<file path="config.mk">
export PLATFORM = sky130hd
export DESIGN_NAME = level_average_hysteresis_fill
export DESIGN_NICKNAME = d
export VERILOG_FILES = /design/src/sv/lahf_pkg.sv /design/src/sv/lahf_conv.sv /design/src/sv/lahf_ring.sv /design/src/sv/lahf_ctrl.sv /design/src/sv/level_average_hysteresis_fill.sv
export SDC_FILE = /design/constraint.sdc
export NUM_CORES = 1
export LEC_CHECK = 0
export BUFFER_PORTS_ARGS = -buffer_cell sky130_fd_sc_hd__buf_2
export CAP_MARGIN = 30
export CORE_MARGIN = 4
export CORE_UTILIZATION = 65
export DETAILED_ROUTE_END_ITERATION = 10
export PLACE_DENSITY = 0.83
export SLEW_MARGIN = 30
export SYNTH_ARGS = -nofsm -noshare
export SYNTH_HDL_FRONTEND = slang
export SYNTH_HIERARCHICAL = 1
export SYNTH_SLANG_ARGS = --single-unit
</file>
<file path="constraint.sdc">
create_clock -name clk -period 9.6 [get_ports clk]
set_input_delay 2.4 -clock clk [delete_from_list [all_inputs] [get_ports clk]]
set_output_delay 2.4 -clock clk [all_outputs]
set_load 0.02 [all_outputs]
</file>
<file path="src/sv/lahf_pkg.sv">
// Shared types and constants of the level averaging fill valve controller.
package lahf_pkg;

	localparam int unsigned LVL_W = 16;
	localparam int unsigned CFG_W = 7;

	localparam logic [1:0] OP_SAMPLE = 2'd0;
	localparam logic [1:0] OP_VALVE  = 2'd1;
	localparam logic [1:0] OP_AUTO   = 2'd2;

	localparam logic [1:0] REG_LEVEL_LOW   = 2'd0;
	localparam logic [1:0] REG_LEVEL_HIGH  = 2'd1;
	localparam logic [1:0] REG_SENSOR_KIND = 2'd2;

	localparam logic [6:0] LEVEL_LOW_RST  = 7'd88;
	localparam logic [6:0] LEVEL_HIGH_RST = 7'd89;

	localparam logic [13:0]      REED_MUL     = 14'd9738;
	localparam logic [5:0]       TAPE_MUL     = 6'd50;
	localparam logic [LVL_W-1:0] TAPE_FULL    = 16'd25600;
	localparam logic [LVL_W-1:0] OVERFULL_Q88 = 16'd24320;
	localparam logic [LVL_W-1:0] LVL_MAX      = 16'd38913;

	typedef struct packed {
		logic [1:0] op;
		logic [9:0] sample;
		logic       switch_on;
	} lahf_in_t;

	typedef struct packed {
		logic             valve_on;
		logic             auto_mode;
		logic [LVL_W-1:0] level_avg;
		logic             avg_valid;
	} lahf_out_t;

	typedef struct packed {
		logic [1:0] op;
		logic       switch_on;
		logic       full;
	} lahf_cmd_t;

endpackage

</file>
<file path="src/sv/lahf_conv.sv">
// Converter reading to fill percent in Q8.8 for both sensor kinds.
module lahf_conv import lahf_pkg::*; (
	input  logic [9:0]       sample,
	input  logic             sensor_kind,
	output logic [LVL_W-1:0] lvl
);

	logic [23:0]      reed_prod;
	logic [LVL_W-1:0] tape_prod;

	always_comb begin
		reed_prod = {14'd0, sample} * {10'd0, REED_MUL};
		tape_prod = {6'd0, sample} * {10'd0, TAPE_MUL};
		if (!sensor_kind) begin
			lvl = reed_prod[23:8];
		end else if (tape_prod >= TAPE_FULL) begin
			lvl = '0;
		end else begin
			lvl = TAPE_FULL - tape_prod;
		end
	end

endmodule

</file>
<file path="src/sv/lahf_ring.sv">
// Sample ring memory with write position, fill flag and running sum.
module lahf_ring import lahf_pkg::*; #(
	parameter int AVG_DEPTH = 8
) (
	input  logic                                clk,
	input  logic                                arst_n,
	input  logic                                step,
	input  logic [LVL_W-1:0]                    lvl,
	output logic [LVL_W+$clog2(AVG_DEPTH)-1:0] sum_nx,
	output logic                                full_nx
);

	localparam int unsigned POS_W = $clog2(AVG_DEPTH);
	localparam int unsigned SUM_W = LVL_W + POS_W;
	localparam logic [POS_W-1:0] POS_LAST = POS_W'(AVG_DEPTH - 1);

	logic [LVL_W-1:0] ring_mem_q [AVG_DEPTH];
	logic [LVL_W-1:0] old_q;
	logic [POS_W-1:0] pos_q;
	logic             full_q;
	logic [SUM_W-1:0] sum_q;

	logic [POS_W-1:0] pos_nx;
	logic [POS_W-1:0] rd_addr;
	logic [LVL_W-1:0] old_val;
	logic             last;

	// The entry under the write position is prefetched, so the oldest
	// sample is at hand when the next one arrives.
	always_comb begin
		last    = (pos_q == POS_LAST);
		pos_nx  = last ? '0 : pos_q + POS_W'(1);
		rd_addr = step ? pos_nx : pos_q;
		old_val = full_q ? old_q : '0;
		sum_nx  = step ? (sum_q - SUM_W'(old_val) + SUM_W'(lvl)) : sum_q;
		full_nx = full_q | (step & last);
	end

	always_ff @(posedge clk) begin
		if (step) begin
			ring_mem_q[pos_q] <= lvl;
		end
		old_q <= ring_mem_q[rd_addr];
	end

	always_ff @(posedge clk or negedge arst_n) begin
		if (!arst_n) begin
			pos_q  <= '0;
			full_q <= 1'b0;
			sum_q  <= '0;
		end else if (step) begin
			pos_q  <= pos_nx;
			full_q <= full_nx;
			sum_q  <= sum_nx;
		end
	end

endmodule

</file>
<file path="src/sv/lahf_ctrl.sv">
// Average from the running sum and the valve and auto mode state machine.
module lahf_ctrl import lahf_pkg::*; #(
	parameter int AVG_DEPTH = 8
) (
	input  logic                                clk,
	input  logic                                arst_n,
	input  logic                                en,
	input  lahf_cmd_t                           cmd,
	input  logic [LVL_W+$clog2(AVG_DEPTH)-1:0] sum,
	input  logic [6:0]                          level_low,
	input  logic [6:0]                          level_high,
	output lahf_out_t                           res
);

	localparam int unsigned POS_W  = $clog2(AVG_DEPTH);
	localparam int unsigned SUM_W  = LVL_W + POS_W;
	localparam int unsigned MUL_W  = SUM_W + 2;
	localparam int unsigned PROD_W = SUM_W + MUL_W;
	localparam int unsigned DIV_SH = SUM_W + POS_W;
	localparam logic [MUL_W-1:0] DIV_MUL = MUL_W'(((64'd1 << DIV_SH) +
		64'(AVG_DEPTH) - 64'd1) / 64'(AVG_DEPTH));

	logic             valve_q;
	logic             auto_q;
	logic             valve_nx;
	logic             auto_nx;
	logic [PROD_W-1:0] prod;
	logic [LVL_W-1:0] avg;
	logic [LVL_W-1:0] low_q88;
	logic [LVL_W-1:0] high_q88;

	// The sum is divided by the ring depth through a reciprocal multiply
	// that is exact over the whole range of the sum.
	always_comb begin
		prod     = {{MUL_W{1'b0}}, sum} * {{SUM_W{1'b0}}, DIV_MUL};
		avg      = cmd.full ? prod[DIV_SH +: LVL_W] : '0;
		low_q88  = LVL_W'({level_low, 8'h00});
		high_q88 = LVL_W'({level_high, 8'h00});
		valve_nx = valve_q;
		auto_nx  = auto_q;
		unique case (cmd.op)
			OP_SAMPLE: begin
				if (cmd.full) begin
					if (avg > OVERFULL_Q88 && auto_nx) begin
						auto_nx  = 1'b0;
						valve_nx = 1'b0;
					end
					if (auto_nx) begin
						if (avg < low_q88 && !valve_nx) begin
							valve_nx = 1'b1;
						end else if (avg > high_q88 && valve_nx) begin
							valve_nx = 1'b0;
						end
					end
				end
			end
			OP_VALVE: begin
				valve_nx = cmd.switch_on;
			end
			OP_AUTO: begin
				auto_nx = cmd.switch_on;
			end
			default: begin
			end
		endcase
		res.valve_on  = valve_nx;
		res.auto_mode = auto_nx;
		res.level_avg = avg;
		res.avg_valid = cmd.full;
	end

	always_ff @(posedge clk or negedge arst_n) begin
		if (!arst_n) begin
			valve_q <= 1'b0;
			auto_q  <= 1'b1;
		end else if (en) begin
			valve_q <= valve_nx;
			auto_q  <= auto_nx;
		end
	end

endmodule

</file>
<file path="src/sv/level_average_hysteresis_fill.sv">
// Top level of the level averaging fill valve controller.
//
// Each request on the input channel is a level sample or a valve or mode
// command; each one yields exactly one result request on the output channel,
// in order. A request is taken at a clock edge with in_valid high and
// in_stall low, and a result is taken with out_valid high and out_stall low.
// A request passes the ring stage, the control stage and the output register
// before its result shows on out_valid. One request can be accepted every
// cycle unless the receiver stalls: the running sum update in the ring stage
// and the valve and mode update in the control stage are each combinational.
// When the receiver stalls, the result is held in the output register and
// the two stages in front of it keep filling; in_stall rises only once all
// three stages hold requests.
// Reset clears the ring fill flag, the sum and the write position, selects
// auto mode with the valve closed and loads the register defaults. Register
// writes on the cfg port take effect at once and are meant for idle times.
module level_average_hysteresis_fill import lahf_pkg::*; #(
	parameter int AVG_DEPTH = 8
) (
	input  logic             clk,
	input  logic             arst_n,
	input  logic             cfg_we,
	input  logic [1:0]       cfg_index,
	input  logic [CFG_W-1:0] cfg_wdata,
	input  logic             in_valid,
	output logic             in_stall,
	input  lahf_in_t         in_data,
	output logic             out_valid,
	input  logic             out_stall,
	output lahf_out_t        out_data
);

	localparam int unsigned SUM_W = LVL_W + $clog2(AVG_DEPTH);

	logic [6:0]       level_low_q;
	logic [6:0]       level_high_q;
	logic             sensor_kind_q;

	lahf_in_t         in_s1;
	logic             v_s1;
	lahf_cmd_t        cmd_s2;
	logic [SUM_W-1:0] sum_s2;
	logic             v_s2;
	lahf_out_t        out_q;
	logic             out_valid_q;

	logic             rdy_o;
	logic             rdy2;
	logic             rdy1;
	logic             move1;
	logic             move2;
	logic             ring_step;
	logic [LVL_W-1:0] lvl;
	logic [SUM_W-1:0] sum_nx;
	logic             full_nx;
	lahf_out_t        res;

	always_comb begin
		rdy_o     = !out_valid_q || !out_stall;
		rdy2      = !v_s2 || rdy_o;
		rdy1      = !v_s1 || rdy2;
		move1     = v_s1 && rdy2;
		move2     = v_s2 && rdy_o;
		ring_step = move1 && (in_s1.op == OP_SAMPLE);
	end

	assign in_stall  = !rdy1;
	assign out_valid = out_valid_q;
	assign out_data  = out_q;

	always_ff @(posedge clk or negedge arst_n) begin
		if (!arst_n) begin
			level_low_q   <= LEVEL_LOW_RST;
			level_high_q  <= LEVEL_HIGH_RST;
			sensor_kind_q <= 1'b0;
		end else if (cfg_we) begin
			unique case (cfg_index)
				REG_LEVEL_LOW:   level_low_q   <= cfg_wdata;
				REG_LEVEL_HIGH:  level_high_q  <= cfg_wdata;
				REG_SENSOR_KIND: sensor_kind_q <= cfg_wdata[0];
				default: begin
				end
			endcase
		end
	end

	lahf_conv u_conv (
		.sample      (in_s1.sample),
		.sensor_kind (sensor_kind_q),
		.lvl         (lvl)
	);

	lahf_ring #(
		.AVG_DEPTH (AVG_DEPTH)
	) u_ring (
		.clk     (clk),
		.arst_n  (arst_n),
		.step    (ring_step),
		.lvl     (lvl),
		.sum_nx  (sum_nx),
		.full_nx (full_nx)
	);

	lahf_ctrl #(
		.AVG_DEPTH (AVG_DEPTH)
	) u_ctrl (
		.clk        (clk),
		.arst_n     (arst_n),
		.en         (move2),
		.cmd        (cmd_s2),
		.sum        (sum_s2),
		.level_low  (level_low_q),
		.level_high (level_high_q),
		.res        (res)
	);

	always_ff @(posedge clk or negedge arst_n) begin
		if (!arst_n) begin
			v_s1        <= 1'b0;
			v_s2        <= 1'b0;
			out_valid_q <= 1'b0;
		end else begin
			if (rdy1) begin
				v_s1 <= in_valid;
			end
			if (rdy2) begin
				v_s2 <= move1;
			end
			if (rdy_o) begin
				out_valid_q <= move2;
			end
		end
	end

	always_ff @(posedge clk) begin
		if (rdy1 && in_valid) begin
			in_s1 <= in_data;
		end
		if (move1) begin
			cmd_s2.op        <= in_s1.op;
			cmd_s2.switch_on <= in_s1.switch_on;
			cmd_s2.full      <= full_nx;
			sum_s2           <= sum_nx;
		end
		if (move2) begin
			out_q <= res;
		end
	end

	a_avg_zero_until_full: assert property (@(posedge clk) disable iff (!arst_n)
		out_valid && !out_data.avg_valid |-> out_data.level_avg == '0)
		else $error("level_avg is not zero before the ring is full");

	a_avg_in_range: assert property (@(posedge clk) disable iff (!arst_n)
		out_valid |-> out_data.level_avg <= LVL_MAX)
		else $error("level_avg exceeds the largest sample value");

	a_s2_holds: assert property (@(posedge clk) disable iff (!arst_n)
		v_s2 && !rdy_o |=> v_s2 && $stable(sum_s2) && $stable(cmd_s2))
		else $error("control stage changed while blocked");

	a_full_sticky: assert property (@(posedge clk) disable iff (!arst_n)
		move2 && cmd_s2.full |=> !v_s2 || cmd_s2.full)
		else $error("ring fill flag fell between requests");

endmodule

</file>
==> summary.md, run 1 <==
| Metric | Value |
|---|---|
| Hold slack final | `0.437 ns` |
| DR vias | `9662` |
| Die W | `between 150 and 200 um` |
| Hold Vio Cnt, Final | `0` |
| Cell Area, Synth | `0.0139 mm2` |
| Non-Filler Instances | `1618` |
| Seq pwr share | `0.286` |
| Initial antenna violation count | `0` |
| Vias in the first global route | `9619` |
| Fin area | `0.0152 mm2` |
| Chip Height | `around 150 um` |
| Worst path arrival time | `about 8 ns` |
| Switching share of power | `0.439` |
| Unrepaired setup endpoints after global routing | `no` |
| Pin count of the biggest net entering global routing | `66` |
| Pre-antenna DRT Iters | `5` |
| Tcrit/Tclk final | `0.804` |
| Slew Viols, Final | `0` |
| CTS sink cnt | `around 240` |
| Setup TNS | `0 ns` |
| Vias per cell | `5.97` |
| CTS tree | `yes` |
| I/O pin total | `48` |
| Pwr Density | `359 mW/mm2` |
| Layout cells sized above 1 | `0.124` |
| Nets | `1514` |
| Crit. End Element | `flop` |
| Clock slew seen by the registers of the worst setup and hold paths | `0.06 ns` |
| Avg Synthesized Cell Area | `between 10 and 15 um2` |
| Psw | `2.40 mW` |
| Max-Cap Viols | `0` |
| Antenna Diode Count | `0` |
| Status | `finished, final reports clean` |
| Clk network pwr share | `0.166` |
| Die area | `0.0238 mm2` |
| Htree depth | `1` |
| GRT overflow | `0` |
| First-pass GRT wire length | `48.2 mm` |
| Initial Utilization | `0.662` |
| Cell chosen for the clock root | `clkbuf_16` |
| Post-layout util | `0.725` |
| Clock latency on the worst-skew pair | `around 0.53 ns` |
| Placed cell areas | `0.0145 mm2` |
| CTS Hold Bufs | `0` |
| Area grow syn2layout | `9.52%` |
| Number of buffers added for setup after CTS | `0` |
| Post-Syn Instances | `1279` |
| RD Place Congestion | `0.887` |
| IO Port Bufs | `47` |
| Placed cells | `1572` |
| Worst setup SP type | `flop` |
| Minimum clock period | `7.71 ns` |
| Initial drt markers | `~880` |
| Total track usage | `0.248` |
| Setup slack after placement | `about 2.1 ns` |
| FP Rows | `53` |
| DRT Wirelength | `29.6 mm` |
| Total of warnings raised by yosys | `6` |
| Internal power | `roughly 3.1 mW` |
| Combinational share of power | `0.548` |
| Drt drc | `0` |
| Detailed placement HPWL | `20.3 mm` |
| Tot Pwr | `5.47 mW` |
| Post-detailed-route count of antenna-violating nets | `0` |
| Mapped Nets | `1469` |
| Max Fclk | `130 MHz` |
| Clk buf depth | `3` |
| Clock skew | `roughly 0.010 ns` |
| WP data required | `slightly below 10 ns` |
| Final setup margin | `1.89 ns` |
| HP Class | `reg2reg` |
| Max FO, Critical Path | `13` |
| Setup Viol. Count Final | `0` |
| Core Area | `0.0210 mm2` |
| Slew of the pin with the lowest slew margin | `0.941 ns` |
| Critical path class | `reg2reg` |
| Leakage power | `6.61 nW` |
| Worst VDD drop | `0.270 mV` |
| WL/cell | `18.3 um` |
| CTS buffer count | `25` |
| Slew margin rel. | `0.373` |
| Post_cts resized | `0` |
## final timing paths
| check | endpoint | slack, ns | cells after the start | from |
|---|---|---|---|---|
| max | sum_s2[14]$_DFFE_PP_ | 1.89 | 25 | in_s1[3]$_DFFE_PP_ |
| min | cmd_s2[1]$_DFFE_PP_ | 0.44 | 0 | in_s1[0]$_DFFE_PP_ |
| max reg2reg | sum_s2[14]$_DFFE_PP_ | 1.89 | 25 | in_s1[3]$_DFFE_PP_ |
| min reg2reg | cmd_s2[1]$_DFFE_PP_ | 0.44 | 0 | in_s1[0]$_DFFE_PP_ |
| max in group asynchronous | level_high_q[6]$_DFFE_PN1P_ | 7.34 | 1 | arst_n |
| min in group asynchronous | u_ring/pos_q[0]$_DFF_PN0_ | 1.86 | 1 | arst_n |
## cell usage in the layout, fill, tap and decap left out, drive strengths merged, types with 36 or more instances in the layout
cell type,count
a21oi,43
and2,36
buf,60
edfxtp,180
ha,134
inv,149
nand2,176
nand3,95
nor2,40
o21ai,49
## registers in the layout, indices dropped and copies added, names as in the netlist
register,cells
v_s1,1
v_s2,1
in_s1,13
u_ctrl/valve_q,1
out_data,19
sum_s2,16
sensor_kind_q,1
cmd_s2,4
level_high_q,7
u_ring/full_q,1
out_valid,1
u_ring/old_q,16
level_low_q,7
u_ring/sum_q,19
u_ctrl/auto_q,1
u_ring/ring_mem_q,128
u_ring/pos_q,3
## layer usage
layer	GRT usage	wire length [um]
met5	0	0
met2	0.414	14300
met1	0.339	12500
met4	0.0816	874
met3	0.0353	1900
## layout make-up
cell class | count | area, um2
fill | 1423 | 5780
sequential | 239 | 6810
clock inverter | 13 | 110
tap | 275 | 344
clock buffer | 33 | 666
timing repair buffer | 60 | 335
multi-input combinational | 851 | 6420
inverter | 147 | 552
## power by group through the flow
| stage | sequential (mW) | combinational [mW] | clock [mW] |
|---|---|---|---|
| 3_3_place_gp | 1.57 | 2.80 | 0 |
| 2_1_floorplan | 1.54 | 2.26 | 0 |
| 3_5_place_dp | 1.58 | 2.90 | 0 |
| 6_report | 1.56 | 3.00 | 0.907 |
| 4_1_cts | 1.56 | 2.95 | 0.923 |
| 5_1_grt | 1.58 | 3.33 | 0.965 |
## critical path, stage by stage (launching register included)
cell and delay [ns]:
edfxtp_1 0.52, inv_1 0.18, ha_1 0.34, inv_1 0.05, ha_1 0.32, xor2_1 0.17
ha_1 0.28, ha_1 0.38, xnor2_2 0.21, nand4_1 0.20, or3_1 0.45, a221oi_2 0.37
a221oi_1 0.14, or2_1 0.43, o22ai_1 0.68, inv_1 0.16, fa_1 0.56, inv_1 0.07
fa_1 0.48, a211oi_1 0.36, o21ai_1 0.17, nand3_2 0.14, o211ai_2 0.15, a21oi_1 0.22
xor2_1 0.26, mux2i_1 0.12
No activity file was read; power rests on OpenSTA's default activity.
==> run 2: changes to the inputs <==
--- a/config.mk
+++ b/config.mk
@@ -8,9 +8,9 @@
 export BUFFER_PORTS_ARGS = -buffer_cell sky130_fd_sc_hd__buf_2
 export CAP_MARGIN = 30
 export CORE_MARGIN = 4
-export CORE_UTILIZATION = 65
+export CORE_UTILIZATION = 57
 export DETAILED_ROUTE_END_ITERATION = 10
-export PLACE_DENSITY = 0.83
+export PLACE_DENSITY = 0.77
 export SLEW_MARGIN = 30
 export SYNTH_ARGS = -nofsm -noshare
 export SYNTH_HDL_FRONTEND = slang
==> constraint.sdc (replaced) <==
create_clock -name clk -period 7.05 [get_ports clk]
set_input_delay 1.7625 -clock clk [delete_from_list [all_inputs] [get_ports clk]]
set_output_delay 1.7625 -clock clk [all_outputs]
set_load 0.02 [all_outputs]
==> summary.md, run 2 (same netlist as run 1, synthesis figures left out) <==
| Metric | Value |
|---|---|
| Status | `finished, final reports clean` |
| Seq pwr share | `0.267` |
| Buffers & Inverters on Critical Path | `5` |
| Total track usage | `0.225` |
| CP Capture Point | `sum_s2[17]$_DFFE_PP_` |
| CTS tree | `yes` |
| Crit. End Element | `flop` |
| Worst r2r dst | `sum_s2[17]$_DFFE_PP_` |
| First-pass GRT wire length | `roughly 49 mm` |
| Htree depth | `1` |
| Tot Pwr | `7.90 mW` |
| Area grow syn2layout | `13.9%` |
| DR vias | `9817` |
| Slew Viols, Final | `0` |
| Pre-antenna DRT Iters | `7` |
| Die area | `0.0270 mm2` |
| Non-Filler Instances | `1713` |
| Max incr delay on CP | `0.56 ns` |
| CTS sink cnt | `239` |
| IO Port Bufs | `47` |
| Multi-input logic area | `0.00651 mm2` |
| Combinational share of power | `0.564` |
| Minimum clock period | `between 6 and 7 ns` |
| Reg2reg path depth | `26` |
| CTS buffer count | `26` |
| Initial Utilization | `0.586` |
| Largest Register | `u_ring/ring_mem_q` |
| Die W | `164 um` |
| Placed cells | `approximately 1700` |
| Critical path class | `reg2reg` |
| Chip Height | `164 um` |
| Post-detailed-route count of antenna-violating nets | `0` |
| Pin count of the biggest net entering global routing | `65` |
| Clk network pwr share | `0.170` |
| Max reg flops | `128` |
| Initial drt markers | `752` |
| Pwr Density | `499 mW/mm2` |
| Detailed placement HPWL | `20.7 mm` |
| Cell depth of the worst setup path | `26` |
| Hold Vio Cnt, Final | `0` |
| Max FO, Critical Path | `6` |
| Vias per cell | `approximately 5.7` |
| Antenna Diode Count | `0` |
| Nets | `about 1600` |
| Drt drc | `0` |
| Sequential cell area | `just under 0.007 mm2` |
| Leakage power | `6.89 nW` |
| HP Class | `reg2reg` |
| WL/cell | `17.8 um` |
| Fill cells | `1723` |
| Clock slew seen by the registers of the worst setup and hold paths | `0.06 ns` |
| FF-to-FF Start | `in_s1[8]$_DFFE_PP_` |
| Top delay family on crit path | `adder cells` |
| Psw | `3.34 mW` |
| Internal power | `4.57 mW` |
| DRT Wirelength | `30.5 mm` |
| Setup TNS | `0 ns` |
| Layout cells sized above 1 | `0.168` |
| Max-Cap Viols | `0` |
| Switching share of power | `0.422` |
| Clk buf depth | `3` |
| RD Place Congestion | `0.899` |
| Commonest non-fill, non-tap cell in the layout | `edfxtp_1` |
| Slowest-stage cell, CP | `fa_1` |
| WP data required | `7.33 ns` |
| Initial antenna violation count | `0` |
| Vias in the first global route | `9752` |
| Slew margin rel. | `0.386` |
| Most frequent cells in the layout | `180 x edfxtp_1, 173 x nand2_1, 145 x inv_1` |
| Clock skew | `about 0.020 ns` |
| I/O pin total | `48` |
| Top Registers | `u_ring/ring_mem_q x128, out_data x19, u_ring/sum_q x19` |
| GRT overflow | `0` |
| Hold depth | `0` |
| CP startpoint | `in_s1[8]$_DFFE_PP_` |
| FP Rows | `56` |
| Max Fclk | `147 MHz` |
| Slew of the pin with the lowest slew margin | `0.921 ns` |
| Worst VDD drop | `0.294 mV` |
| Worst setup SP type | `flop` |
| Clock latency on the worst-skew pair | `0.54 ns` |
| Core Area | `~0.024 mm2` |
| Worst path arrival time | `7.09 ns` |
| Tcrit/Tclk final | `0.967` |
| Cell chosen for the clock root | `clkbuf_16` |
| Setup Viol. Count Final | `0` |
| Register-to-register setup slack | `between 0.2 and 0.25 ns` |
run 2: what timing repair did:
item | in CTS | in global routing
hold buffers | 0 | 0
gates resized for setup | 0 | 15
buffers inserted | 0 | 6
endpoints found under the setup margin | 0 | 17
run 2: worst min path at each step:
| stage | from | end | slack, ns |
|---|---|---|---|
| 2_1_floorplan | in_s1[0]$_DFFE_PP_ | cmd_s2[1]$_DFFE_PP_ | 0.40 |
| 3_3_place_gp | in_s1[11]$_DFFE_PP_ | cmd_s2[2]$_DFFE_PP_ | 0.46 |
| 3_5_place_dp | in_s1[0]$_DFFE_PP_ | cmd_s2[1]$_DFFE_PP_ | 0.46 |
| 4_1_cts | in_s1[0]$_DFFE_PP_ | cmd_s2[1]$_DFFE_PP_ | 0.48 |
| 5_1_grt | in_s1[0]$_DFFE_PP_ | cmd_s2[1]$_DFFE_PP_ | 0.47 |
| 6_report | in_s1[0]$_DFFE_PP_ | cmd_s2[1]$_DFFE_PP_ | 0.47 |
run 2: stage by stage:
step                setup WS (ns)  hold slack [ns]   util  instance area (um2)
floorplan                   0.462            0.400      -                13900
global placement            0.211            0.461  0.624                14800
detailed placement         0.0494            0.462  0.624                14800
CTS                        0.0182            0.475  0.661                15700
global route              -0.0314            0.474  0.667                15800
finish                      0.233            0.469  0.667                15800
run 2: layer usage:
metal	vias to the layer above	wire (um)	global-route usage
met2	277	15100	0.384
met4	0	699	0.0633
met3	59	1730	0.0281
met1	4787	13000	0.306
li1	4694	-	-
met5	-	0	0
run 2: power groups by stage:
stage | clock, mW | combinational, mW | sequential [mW]
2_1_floorplan | 0 | 3.07 | 2.10
3_3_place_gp | 0 | 4.18 | 2.12
3_5_place_dp | 0 | 4.30 | 2.13
4_1_cts | 1.36 | 4.36 | 2.10
5_1_grt | 1.43 | 4.99 | 2.13
6_report | 1.34 | 4.46 | 2.11
run 2: cell type report:
type	instances	share of cell area
clock inverters	13	0.00790
flip-flops and latches	239	0.430
multi-input cells	851	0.411
clock buffers	35	0.0471
well taps	319	0.0252
repair buffers	109	0.0442
inverters	147	0.0348
